<file path="config.mk">
export PLATFORM = sky130hd
export DESIGN_NAME = duty_cycle_relay_mode_controller_unit_flat
export DESIGN_NICKNAME = d
export VERILOG_FILES = /design/src/design/dcrm_pkg.sv /design/src/design/dcrm_if.sv /design/src/design/dcrm_csr_regs.sv /design/src/design/dcrm_tick_engine.sv /design/src/design/duty_cycle_relay_mode_controller_unit.sv /design/src/flat_wrapper.sv
export SDC_FILE = /design/constraint.sdc
export NUM_CORES = 1
export LEC_CHECK = 0
export ABC_AREA = 1
export BUFFER_PORTS_ARGS = -buffer_cell sky130_fd_sc_hd__buf_2
export CORE_ASPECT_RATIO = 0.5
export CORE_MARGIN = 5
export CORE_UTILIZATION = 50
export DETAILED_ROUTE_END_ITERATION = 10
export PLACE_DENSITY = 0.7
export SYNTH_ARGS = -nofsm -noshare
export SYNTH_HDL_FRONTEND = slang
export SYNTH_SLANG_ARGS = --single-unit
</file>
<file path="constraint.sdc">
create_clock -name clock -period 8.1 [get_ports clock]
set_clock_uncertainty 0.15 [all_clocks]
set_input_delay 1.215 -clock clock [delete_from_list [all_inputs] [get_ports clock]]
set_output_delay 1.215 -clock clock [all_outputs]
set_load 0.02 [all_outputs]
</file>
<file path="src/design/dcrm_pkg.sv">
// Package for the duty cycle relay mode controller.
// Holds shared widths, codes, register reset values and the config/result structs.
// No dependencies.
package dcrm_pkg;

   localparam int CycleBits     = 22;
   localparam int DutyBits      = 7;
   localparam int DebounceBits  = 16;
   localparam int StepBits      = 10;
   localparam int PeriodDivBits = 16;
   localparam int OffPointBits  = DutyBits + PeriodDivBits;
   localparam int PosBits       = 2 * StepBits;
   localparam int CsrDataBits   = CycleBits;

   // Exact quotient by 100 for any 22-bit value: (x * RecipHundred) >> RecipShift
   localparam int RecipShift = CycleBits + 7;
   localparam logic [23:0] RecipHundred = 24'd5368710;
   localparam int RecipProdBits = CycleBits + 24;

   localparam logic [PosBits-1:0]  FrameSpan   = PosBits'(1000);
   localparam logic [3:0]          DutyToMs    = 4'd10;

   // Register reset values
   localparam logic [CycleBits-1:0]     PeriodReset    = CycleBits'(60000);
   localparam logic [PeriodDivBits-1:0] PeriodDivReset = PeriodDivBits'(600);
   localparam logic [DutyBits-1:0]      DutyReset      = DutyBits'(66);
   localparam logic [DebounceBits-1:0]  DebounceReset  = DebounceBits'(50);
   localparam logic [StepBits-1:0]      StepReset      = StepBits'(50);

   typedef enum logic [1:0] {
      CSR_PERIOD     = 2'd0,
      CSR_DUTY       = 2'd1,
      CSR_DEBOUNCE   = 2'd2,
      CSR_SHOW_STEP  = 2'd3
   } csr_index_type;

   typedef enum logic [1:0] {
      MODE_OFF  = 2'd0,
      MODE_ON   = 2'd1,
      MODE_DUTY = 2'd2
   } mode_type;

   typedef struct packed {
      logic [CycleBits-1:0]     period_ticks;
      logic [PeriodDivBits-1:0] period_div;
      logic [DutyBits-1:0]      duty_percent;
      logic [DebounceBits-1:0]  debounce_ticks;
      logic [StepBits-1:0]      show_step_ticks;
   } cfg_type;

   typedef struct packed {
      logic     relay_on;
      logic     green_led;
      mode_type mode_now;
      logic     press_seen;
   } result_type;

endpackage

</file>
<file path="src/design/dcrm_if.sv">
// Handshake channel interfaces for the request, response and register write ports.
// Depends on dcrm_pkg.
interface dcrm_req_if
   import dcrm_pkg::*;
   ();
   logic valid;
   logic ready;
   logic button_level;

   modport source (output valid, output button_level, input ready);
   modport sink   (input valid, input button_level, output ready);
endinterface

interface dcrm_rsp_if
   import dcrm_pkg::*;
   ();
   logic       valid;
   logic       ready;
   logic       relay_on;
   logic       green_led;
   logic [1:0] mode_now;
   logic       press_seen;

   modport source (output valid, output relay_on, output green_led, output mode_now,
                   output press_seen, input ready);
   modport sink   (input valid, input relay_on, input green_led, input mode_now,
                   input press_seen, output ready);
endinterface

interface dcrm_csr_if
   import dcrm_pkg::*;
   ();
   logic                   valid;
   logic                   ready;
   csr_index_type          index;
   logic [CsrDataBits-1:0] data;

   modport source (output valid, output index, output data, input ready);
   modport sink   (input valid, input index, input data, output ready);
endinterface

</file>
<file path="src/design/dcrm_csr_regs.sv">
// Configuration registers of the mode controller, plus the period divided by 100.
// Depends on dcrm_pkg and dcrm_csr_if.
module dcrm_csr_regs
   import dcrm_pkg::*;
(
   input  logic              clock,
   input  logic              reset,
   dcrm_csr_if.sink          csr_ch,
   output cfg_type           cfg
);

   cfg_type                  cfg_ff;
   logic [RecipProdBits-1:0] div_prod;
   logic                     wr_en;

   assign csr_ch.ready = 1'b1;
   assign wr_en        = csr_ch.valid;

   // Divide the written period by 100 with a reciprocal multiply
   assign div_prod = RecipProdBits'(csr_ch.data[CycleBits-1:0]) * RecipProdBits'(RecipHundred);

   always_ff @(posedge clock) begin
      if (reset) begin
         cfg_ff.period_ticks    <= PeriodReset;
         cfg_ff.period_div      <= PeriodDivReset;
         cfg_ff.duty_percent    <= DutyReset;
         cfg_ff.debounce_ticks  <= DebounceReset;
         cfg_ff.show_step_ticks <= StepReset;
      end else if (wr_en) begin
         unique case (csr_ch.index)
            CSR_PERIOD: begin
               cfg_ff.period_ticks <= csr_ch.data[CycleBits-1:0];
               cfg_ff.period_div   <= div_prod[RecipShift +: PeriodDivBits];
            end
            CSR_DUTY:      cfg_ff.duty_percent    <= csr_ch.data[DutyBits-1:0];
            CSR_DEBOUNCE:  cfg_ff.debounce_ticks  <= csr_ch.data[DebounceBits-1:0];
            CSR_SHOW_STEP: cfg_ff.show_step_ticks <= csr_ch.data[StepBits-1:0];
            default: ;
         endcase
      end
   end

   assign cfg = cfg_ff;

endmodule

</file>
<file path="src/design/dcrm_tick_engine.sv">
// Per-tick state of the controller: debouncer, mode, indicator frame and duty cycle.
// Computes one result per stepped tick. Depends on dcrm_pkg.
module dcrm_tick_engine
   import dcrm_pkg::*;
(
   input  logic       clock,
   input  logic       reset,
   input  logic       step_en,
   input  logic       level,
   input  cfg_type    cfg,
   output result_type result
);

   mode_type                  mode_ff, mode_in, mode_p;
   logic                      relay_ff, relay_in, relay_p;
   logic                      last_ff, last_in;
   logic                      stable_lvl_ff, stable_lvl_in;
   logic [DebounceBits-1:0]   stable_ff, stable_in;
   logic [CycleBits-1:0]      cycle_ff, cycle_in, cycle_p, cycle_inc;
   logic [StepBits-1:0]       sub_ff, sub_in, sub_inc;
   logic [StepBits-1:0]       frame_ff, frame_in;
   logic                      green_ff, green_in;
   logic                      accept, press, led_on;
   logic [PosBits-1:0]        pos;
   logic [PosBits-1:0]        duty_ms;
   logic [OffPointBits-1:0]   off_point;

   always_comb begin
      // Debounce: count stable ticks, accept the level once stable long enough
      if (level != last_ff) begin
         stable_in = '0;
      end else if (stable_ff != '1) begin
         stable_in = stable_ff + 1'b1;
      end else begin
         stable_in = stable_ff;
      end
      accept        = (stable_in > cfg.debounce_ticks) && (level != stable_lvl_ff);
      press         = accept && !level;
      stable_lvl_in = accept ? level : stable_lvl_ff;
      last_in       = level;

      // Step the mode on a press
      mode_p  = mode_ff;
      relay_p = relay_ff;
      cycle_p = cycle_ff;
      if (press) begin
         unique case (mode_ff)
            MODE_OFF: begin
               mode_p  = MODE_ON;
               relay_p = 1'b1;
            end
            MODE_ON: begin
               mode_p  = MODE_DUTY;
               relay_p = 1'b1;
               cycle_p = '0;
            end
            default: begin
               mode_p  = MODE_OFF;
               relay_p = 1'b0;
            end
         endcase
      end

      // Indicator frame
      sub_inc  = sub_ff + 1'b1;
      pos      = PosBits'(frame_ff) * PosBits'(cfg.show_step_ticks);
      duty_ms  = PosBits'(cfg.duty_percent) * PosBits'(DutyToMs);
      led_on   = ((mode_p == MODE_OFF) && (frame_ff == '0)) || (mode_p == MODE_ON) ||
                 ((mode_p == MODE_DUTY) && (pos < duty_ms));
      sub_in   = sub_inc;
      green_in = green_ff;
      frame_in = frame_ff;
      if (sub_inc >= cfg.show_step_ticks) begin
         sub_in   = '0;
         green_in = led_on;
         frame_in = (pos < FrameSpan) ? frame_ff + 1'b1 : '0;
      end

      // Duty cycle counter
      off_point = OffPointBits'(cfg.duty_percent) * OffPointBits'(cfg.period_div);
      cycle_inc = cycle_p + 1'b1;
      mode_in   = mode_p;
      relay_in  = relay_p;
      cycle_in  = cycle_p;
      if ((mode_p == MODE_DUTY) && !press) begin
         cycle_in = cycle_inc;
         if (cycle_inc >= cfg.period_ticks) begin
            cycle_in = '0;
            relay_in = 1'b1;
         end else if ((off_point != '0) && (OffPointBits'(cycle_inc) == off_point)) begin
            relay_in = 1'b0;
         end
      end

      result.relay_on   = relay_in;
      result.green_led  = green_in;
      result.mode_now   = mode_in;
      result.press_seen = press;
   end

   always_ff @(posedge clock) begin
      if (reset) begin
         mode_ff       <= MODE_OFF;
         relay_ff      <= 1'b0;
         last_ff       <= 1'b1;
         stable_lvl_ff <= 1'b0;
         stable_ff     <= '0;
         cycle_ff      <= '0;
         sub_ff        <= '0;
         frame_ff      <= '0;
         green_ff      <= 1'b0;
      end else if (step_en) begin
         mode_ff       <= mode_in;
         relay_ff      <= relay_in;
         last_ff       <= last_in;
         stable_lvl_ff <= stable_lvl_in;
         stable_ff     <= stable_in;
         cycle_ff      <= cycle_in;
         sub_ff        <= sub_in;
         frame_ff      <= frame_in;
         green_ff      <= green_in;
      end
   end

endmodule

</file>
<file path="src/design/duty_cycle_relay_mode_controller_unit.sv">
// Duty cycle relay mode controller, top level.
// A request passes through the input register and then the result register.
// Throughput: one request per cycle (single-pass tick engine) unless responses stall.
// Reset (synchronous, active high) empties both registers and returns all state and
// configuration registers to their defaults. Depends on dcrm_pkg and dcrm_if.
module duty_cycle_relay_mode_controller_unit
   import dcrm_pkg::*;
(
   input  logic       clock,
   input  logic       reset,
   dcrm_req_if.sink   req_ch,
   dcrm_rsp_if.source rsp_ch,
   dcrm_csr_if.sink   csr_ch
);

   cfg_type    cfg;
   result_type result;
   logic       in_valid_ff;
   logic       in_level_ff;
   logic       out_valid_ff;
   result_type out_ff;
   logic       advance;

   dcrm_csr_regs u_csr_regs (
      .clock  (clock),
      .reset  (reset),
      .csr_ch (csr_ch),
      .cfg    (cfg)
   );

   dcrm_tick_engine u_tick_engine (
      .clock   (clock),
      .reset   (reset),
      .step_en (advance),
      .level   (in_level_ff),
      .cfg     (cfg),
      .result  (result)
   );

   // Move the held request into the result register when it is free or drained
   assign advance      = in_valid_ff && (!out_valid_ff || rsp_ch.ready);
   assign req_ch.ready = !in_valid_ff || advance;

   // Input register
   always_ff @(posedge clock) begin
      if (reset) begin
         in_valid_ff <= 1'b0;
      end else if (req_ch.ready) begin
         in_valid_ff <= req_ch.valid;
      end
   end

   always_ff @(posedge clock) begin
      if (req_ch.valid && req_ch.ready) begin
         in_level_ff <= req_ch.button_level;
      end
   end

   // Result register
   always_ff @(posedge clock) begin
      if (reset) begin
         out_valid_ff <= 1'b0;
      end else if (advance) begin
         out_valid_ff <= 1'b1;
      end else if (rsp_ch.ready) begin
         out_valid_ff <= 1'b0;
      end
   end

   always_ff @(posedge clock) begin
      if (advance) begin
         out_ff <= result;
      end
   end

   assign rsp_ch.valid      = out_valid_ff;
   assign rsp_ch.relay_on   = out_ff.relay_on;
   assign rsp_ch.green_led  = out_ff.green_led;
   assign rsp_ch.mode_now   = out_ff.mode_now;
   assign rsp_ch.press_seen = out_ff.press_seen;

endmodule

</file>
<file path="src/flat_wrapper.sv">
// flat-port wrapper written by rule: the top's interface ports become plain ports
module duty_cycle_relay_mode_controller_unit_flat import dcrm_pkg::*;
  (clock, reset, req_ch_valid, req_ch_button_level, req_ch_ready, rsp_ch_valid, rsp_ch_relay_on, rsp_ch_green_led, rsp_ch_mode_now, rsp_ch_press_seen, rsp_ch_ready, csr_ch_valid, csr_ch_index, csr_ch_data, csr_ch_ready);
  dcrm_req_if req_ch_i ();
  dcrm_rsp_if rsp_ch_i ();
  dcrm_csr_if csr_ch_i ();
  input  logic clock;
  input  logic reset;
  input wire logic [$bits(req_ch_i.valid)-1:0] req_ch_valid;
  input wire logic [$bits(req_ch_i.button_level)-1:0] req_ch_button_level;
  output wire logic [$bits(req_ch_i.ready)-1:0] req_ch_ready;
  output wire logic [$bits(rsp_ch_i.valid)-1:0] rsp_ch_valid;
  output wire logic [$bits(rsp_ch_i.relay_on)-1:0] rsp_ch_relay_on;
  output wire logic [$bits(rsp_ch_i.green_led)-1:0] rsp_ch_green_led;
  output wire logic [$bits(rsp_ch_i.mode_now)-1:0] rsp_ch_mode_now;
  output wire logic [$bits(rsp_ch_i.press_seen)-1:0] rsp_ch_press_seen;
  input wire logic [$bits(rsp_ch_i.ready)-1:0] rsp_ch_ready;
  input wire logic [$bits(csr_ch_i.valid)-1:0] csr_ch_valid;
  input wire logic [$bits(csr_ch_i.index)-1:0] csr_ch_index;
  input wire logic [$bits(csr_ch_i.data)-1:0] csr_ch_data;
  output wire logic [$bits(csr_ch_i.ready)-1:0] csr_ch_ready;
  assign req_ch_i.valid = req_ch_valid;
  assign req_ch_i.button_level = req_ch_button_level;
  assign req_ch_ready = req_ch_i.ready;
  assign rsp_ch_valid = rsp_ch_i.valid;
  assign rsp_ch_relay_on = rsp_ch_i.relay_on;
  assign rsp_ch_green_led = rsp_ch_i.green_led;
  assign rsp_ch_mode_now = rsp_ch_i.mode_now;
  assign rsp_ch_press_seen = rsp_ch_i.press_seen;
  assign rsp_ch_i.ready = rsp_ch_ready;
  assign csr_ch_i.valid = csr_ch_valid;
  assign csr_ch_i.index = csr_ch_index;
  assign csr_ch_i.data = csr_ch_data;
  assign csr_ch_ready = csr_ch_i.ready;
  duty_cycle_relay_mode_controller_unit u_core (.clock(clock), .reset(reset), .req_ch(req_ch_i), .rsp_ch(rsp_ch_i), .csr_ch(csr_ch_i));
endmodule
</file>
==> Word-level counts from Yosys, hierarchy flattened <==
Index checks and enable logic that the tools add are counted.
{ "word_totals": {"reg_bits": 143, "inputBits": 30, "output_inout_bits": 8, "word_cells": 91} }
{ "classes": {"n_addsub": 4, "n_mul": 4, "magnitude_cmp": 5, "n_eq_ne": 10, "n_mux": 18, "reduce_logical": 29} }
{ "ops": {"columns": ["cell", "count"], "rows": [
  ["two-way mux 22 bit", 4],
  ["multiplier 22 x 22 -> 44 bit, second input constant", 1],
  ["two-way mux 16 bit", 2],
  ["== test 22 x 23 -> 1 bit", 1],
  ["multiplier 7 x 16 -> 23 bit", 1],
  ["nonzero test 23 bit", 1],
  ["adder 22 x 1 -> 22 bit, second input constant", 1],
  ["greater-or-equal comparator 22 bit", 1],
  ["adder 10 x 1 -> 10 bit, second input constant", 2],
  ["< comparator 20 x 10 -> 1 bit, second input constant", 1],
  ["< comparator 20 x 11 -> 1 bit", 1],
  ["multiplier 10 x 10 -> 20 bit", 1],
  ["two-way mux 10 bit", 2],
  ["adder 16 x 1 -> 16 bit, second input constant", 1],
  ["greater-than comparator 16 bit", 1],
  ["!= test 16 bit, second input constant", 1],
  ["AND reduction 2 bit", 6],
  ["greater-or-equal comparator 10 bit", 1],
  ["zero test 10 bit", 1],
  ["multiplier 7 x 3 -> 10 bit, second input constant", 1],
  ["logical AND 1 bit", 8],
  ["two-way mux 1 bit", 8],
  ["== test 2 x 1 -> 1 bit, second input constant", 3],
  ["== test 2 bit, second input constant", 3],
  ["8 further kinds", 17]
]} }

==> Longest topological paths before layout <==
{ "logic_depth": {"ltp_word": 13, "ltp_mapped": 44, "mapped_depth_nobuf": 43} }

==> Modules after synthesis <==
Synthesis repeated with hierarchy kept, for this count alone.
{ "hier_totals": {"hier_cells": 3600, "area_unflattened_um2": 26235.2} }
{ "by_module_without_submodules": {"columns": ["module", "n_inst", "cells_per_inst", "area_each_um2", "seq_area_each_um2"], "rows": [
  ["dcrm_tick_engine", 1, 2030, 13470.4, 1281.2],
  ["dcrm_csr_regs", 1, 1552, 12493.2, 1421.4],
  ["duty_cycle_relay_mode_controller_unit", 1, 18, 271.5, 220.2]
]} }

==> Worst setup path after synthesis <==
Ideal clock, no wire load.
{ "synth_timing": {"path_type": "input port to flip-flop", "from": "in csr_ch_data[9]", "to": "reg u_core.u_csr_regs.cfg_ff, in the netlist u_core.u_csr_regs.cfg[45]", "setup_time_ns": 0.116, "arrival_ns": 6.284, "required_ns": 7.834, "setup_slack_ns": 1.550, "stages": 22, "path_buffers": 0, "cell_sequence": "ha_1 fa_1 fa_1 fa_1 inv_1 fa_1 inv_1 fa_1 fa_1 ha_1 a21o_1 a31oi_1 o21ai_0 a221oi_1 nand3_1 a31o_2 nand3_1 nand2_1 nand2_1 nand3_1 o211ai_1 inv_1"} }
{ "synth_between": {"elab_chain_len": 1} }
{ "synth_rtl": {"columns": ["item", "line", "rtl"], "rows": [
  ["from (decl)", "flat_wrapper.sv:20", "input wire logic [$bits(csr_ch_i.data)-1:0] csr_ch_data;"],
  ["multiplier 22 x 22 -> 44 bit", "dcrm_csr_regs.sv:20", "assign div_prod = RecipProdBits'(csr_ch.data[CycleBits-1:0]) * RecipProdBits'(RecipHundred);"],
  ["to (decl)", "dcrm_csr_regs.sv:12", "cfg_type cfg_ff;"]
]} }
No other way between the ends.
A chain may end at the register's enable or synchronous reset.

==> Final worst setup path <==
{ "layout_timing": {"from": "reg u_core.u_tick_engine.stable_ff[0]", "to": "reg u_core.u_tick_engine.cycle_ff[15]"} }
{ "layout_between": {"elab_chain_len": 11, "elab_cells_between_ends": 16, "classes_between": "add/sub (2); order compare (2); eq/ne (2); mux (6); reduce/logical (4)"} }
{ "layout_rtl": {"columns": ["item", "line", "rtl"], "rows": [
  ["from (decl)", "dcrm_tick_engine.sv:18", "logic [DebounceBits-1:0] stable_ff, stable_in;"],
  ["from (signal assigned)", "dcrm_tick_engine.sv:117", "stable_ff <= stable_in;"],
  ["adder 16 x 1 -> 16 bit or != test 16 bit (tied branches)", "dcrm_tick_engine.sv:33, dcrm_tick_engine.sv:32", null],
  ["two-way mux 16 bit *", "dcrm_tick_engine.sv:32", "end else if (stable_ff != '1) begin"],
  ["two-way mux 16 bit *", "dcrm_tick_engine.sv:30", "if (level != last_ff) begin"],
  ["named net u_core.u_tick_engine.stable_in[15]", "dcrm_tick_engine.sv:18", null],
  ["greater-than comparator 16 bit *", "dcrm_tick_engine.sv:37", "accept = (stable_in > cfg.debounce_ticks) && (level != stable_lvl_ff);"],
  ["logical AND 1 bit *", "dcrm_tick_engine.sv:37", null],
  ["logical AND 1 bit *", "dcrm_tick_engine.sv:38", "press = accept && !level;"],
  ["two-way mux 22 bit", "dcrm_tick_engine.sv:46", "if (press) begin"],
  ["adder 22 x 1 -> 22 bit", "dcrm_tick_engine.sv:81", "cycle_inc = cycle_p + 1'b1;"],
  ["greater-or-equal comparator 22 bit", "dcrm_tick_engine.sv:87", "if (cycle_inc >= cfg.period_ticks) begin"],
  ["two-way mux 22 bit", "dcrm_tick_engine.sv:87", null],
  ["two-way mux 22 bit *", "dcrm_tick_engine.sv:85", "if ((mode_p == MODE_DUTY) && !press) begin"],
  ["to (signal assigned)", "dcrm_tick_engine.sv:118", "cycle_ff <= cycle_in;"],
  ["to (decl)", "dcrm_tick_engine.sv:19", "logic [CycleBits-1:0] cycle_ff, cycle_in, cycle_p, cycle_inc;"]
]} }
Mark *: on every way through the listed nets, which the timed path passes. The rest lies on a longest branch.

==> impl_metrics.csv <==
group,metric,value,unit
critical_path,path_class,"reg -> reg",
timing,final.min_clock_period,7050,ps
layout,final-seq-area,0.00292,mm^2
power,vdd_ir_drop_max,448,uV
layout,post_route_cells_drive_above_1_share,0.0423,
layout,final_nets,3970,
synth,synth_mux_area_frac,0,
synth,yosys_warnings,0,
flow_run,drv_cap,0,
synth,netlist_instances,3259,
floorplanning,die_area,0.0548,mm^2
synth,synth.top_cell.area_share,0.248,
timing,fin_crit_sh,0.870,
timing,worst_pin_slew,1060,ps
drt,avgViaCountPerCell,5.36,
layout,fin_cells,3888,
drt,routed_wl,65900,um
synth,synth.avg_cell_area,7.67,um^2
floorplanning,die_w,326,um
layout,multi_input_area,0.0188,mm^2
hold_path,hold_path.startpoint,"u_core.u_csr_regs.cfg[19]$_SDFFE_PP0P_",
drt,drc,0,
timing,fin_tns_setup,0,ps
drt,wl_per_cell,16.9,um
timing,maxSlewViolCount,0,
synth,syn_area,0.0250,mm^2
critical_path,reg2reg_from,"u_core.u_tick_engine.stable_ff[0]$_SDFFE_PP0P_",
floorplanning,initial_core_util,0.510,
timing,max_freq,142,MHz
floorplanning,rows,57,
critical_path,cp_max_fo,44,
layout,diodes,0,
grt,grt.overflow.total,0,
clock_network,cts_root_buf,"clkbuf_16",
synth,synth.distinct_cells,57,
critical_path,cp_common_cell,"nand2_1",
critical_path,endpoint_kind,"flip-flop",
drt,ant_nets,0,
synth,syn_nets,4003,
critical_path,slowest_delay,580,ps
clock_network,cts.path.max_buffers,2,
clock_network,clock-sinks,143,
grt,grt_pass1_wl,108000,um
timing,slew_headroom,0.291,
hold_path,min_path_type,"reg -> reg",
synth,synth_top_family_by_area,"adder cells",
run_status,run_status,"completed",
layout,num-fill-cells,4633,
critical_path,cp.required,8300,ps
critical_path,startpoint_type,"flip-flop",
synth,yosys_most_used_dff,"dfxtp_1",
timing,rsz0062_at_grt,"false",
synth,synthAdderAreaFrac,0.451,
critical_path,crit_start,"u_core.u_tick_engine.stable_ff[0]$_SDFFE_PP0P_",
placed_design,portBuffers,36,
synth,synthTopCellsByCount,"inv_1, nand2_1, ha_1",
critical_path,cp_slowest_cell,"inv_1",
clock_network,clock_latency,430,ps
placed_design,placed_cells,3856,
drt,drt_iter0_drc,1870,
layout,syn_to_final_growth,5.22,%
drt,vias,20800,
clock_network,cts.repair.resized,0,
floorplanning,ios,38,
floorplanning,chipHeight,168,um
grt,grt_use_total,0.244,
grt,grt_antenna_before_repair,0,
power,leakagePower,14.8,nW
clock_network,clk_pin_slew_worst_paths,70,ps
synth,yosys.area_share.simple,0.169,
synth,synth_most_common_cell,"inv_1",
clock_network,tritoncts,"done",
clock_network,cts_hold_buf,0,
synth,synth-compound-area-share,0.108,
clock_network,htree_levels,4,
clock_network,cts_setup_buffers,0,
synth,ys_seq_area_frac,0.117,
grt,grt_max_degree,73,
timing,setup_violations,0,
drt,first_pass_iters,8,
critical_path,worstPathArrival,7250,ps
synth,synth_area_leaders,"fa_1, ha_1, inv_1",
grt,grt_pass1_vias,20600,
power,power_density,344,mW/mm^2
synth,synthArstFlopShare,0,
floorplanning,core_area,0.0490,mm^2
placed_design,dpl.hpwl,53900,um
synth,ys_ff_latch,143,
placed_design,place_congestion,0.953,
synth,synth_top_cell_by_area,"fa_1",
clock_network,cts_buffers,17,
synth,synth_xor_area_frac,0.0248,
timing,hold_violations,0,
synth,synth_edf_count,6,
-- cell families (layout without fill, tap and decap cells) --
family,after synthesis,in the layout
xor+xnor,70,70
compound gates,490,490
simple gates,990,990
buf+inv,851,831
flops,143,143
fa+ha+maj,714,714
other cells,1,1
-- path summary, 6_finish.rpt --
kind	to	slack, ps	cells past startpoint
min reg2reg	u_core.u_csr_regs.cfg[19]$_SDFFE_PP0P_	310	2
max reg2reg	u_core.u_tick_engine.cycle_ff[15]$_SDFFE_PP0P_	1050	33
min	u_core.u_csr_regs.cfg[19]$_SDFFE_PP0P_	310	2
max	u_core.u_tick_engine.cycle_ff[15]$_SDFFE_PP0P_	1050	33
-- worst max-delay path, delay by kind of cell, from the launching register on --
family / cells / cell delay, ps
adders and majority gates: 2 / 640
and+or+nand+nor: 20 / 3220
AOI/OAI and AO/OA: 6 / 1230
buffers and inverters: 5 / 1310
DFF: 1 / 390
-- through the flow --
stage               worst slack [ps]  cell area [um^2]  utilization  power, mW  hold slack, ps
floorplan                       1550             25000            -       6.26             283
global placement                 946             25600        0.523       7.98             298
detailed placement               861             25600        0.523       8.04             306
CTS                             1190             26300        0.537       8.99             316
global route                     465             26300        0.537       10.1             345
finish                          1050             26300        0.537       9.05             309
-- area by class of cell --
| cell class | count | area share |
|---|---|---|
| Clock buffer | 20 | 0.0182 |
| Clock inverter | 12 | 0.00657 |
| Inverter | 753 | 0.108 |
| Multi-Input combinational cell | 2265 | 0.716 |
| Sequential cell | 143 | 0.111 |
| Tap cell | 649 | 0.0309 |
| Timing Repair Buffer | 46 | 0.00971 |
-- power by group --
group / total, mW / leakage [nW] / switching [mW] / internal (mW)
Combinational: 7.33 / 13.3 / 4.57 / 2.76
Sequential: 0.843 / 1.18 / 0.0878 / 0.755
Clock: 0.870 / 0.310 / 0.342 / 0.528
-- cells in the final DEF, fill, tap and decap left out, types with 6 or more instances in the layout --
cell type | Yosys | final
inv_1 | 746 | 746
nand2_1 | 601 | 600
ha_1 | 404 | 404
fa_1 | 310 | 310
a21oi_1 | 235 | 235
nor2_1 | 159 | 159
o21ai_0 | 151 | 151
dfxtp_1 | 137 | 137
nand3_1 | 108 | 108
xor2_1 | 39 | 39
buf_2 | 2 | 36
xnor2_1 | 30 | 30
nand4_1 | 27 | 27
nor3_1 | 25 | 23
o211ai_1 | 23 | 23
clkbuf_16 | 0 | 18
a21o_1 | 15 | 15
nor4_1 | 15 | 15
a31oi_1 | 14 | 14
nor2_2 | 14 | 14
nand2_2 | 9 | 10
nand3b_1 | 10 | 10
buf_4 | 3 | 10
a211oi_1 | 9 | 9
nand3_2 | 6 | 6
edfxtp_1 | 6 | 6
-- per-layer routing --
layer	track usage	routed length (um)
met1	0.339	29700
met2	0.385	28800
met3	0.0583	5770
met4	0.0637	1580
met5	0	0
-- sequential cells by signal, summed over array words and instances (netlist names) --
| name | flops |
|---|---|
| u_core.u_tick_engine.cycle_ff | 22 |
| u_core.rsp_ch.mode_now | 2 |
| u_core.u_tick_engine.green_ff | 1 |
| u_core.rsp_ch.green_led | 1 |
| u_core.u_tick_engine.sub_ff | 10 |
| u_core.u_tick_engine.frame_ff | 10 |
| u_core.u_tick_engine.relay_ff | 1 |
| u_core.u_tick_engine.last_ff | 1 |
| u_core.u_tick_engine.mode_ff | 2 |
| u_core.rsp_ch.relay_on | 1 |
| u_core.u_csr_regs.cfg | 71 |
| u_core.rsp_ch.press_seen | 1 |
| u_core.in_level_ff | 1 |
| u_core.u_tick_engine.stable_lvl_ff | 1 |
| u_core.rsp_ch.valid | 1 |
| u_core.u_tick_engine.stable_ff | 16 |
| u_core.in_valid_ff | 1 |
Power figures use the tool's default switching activity.
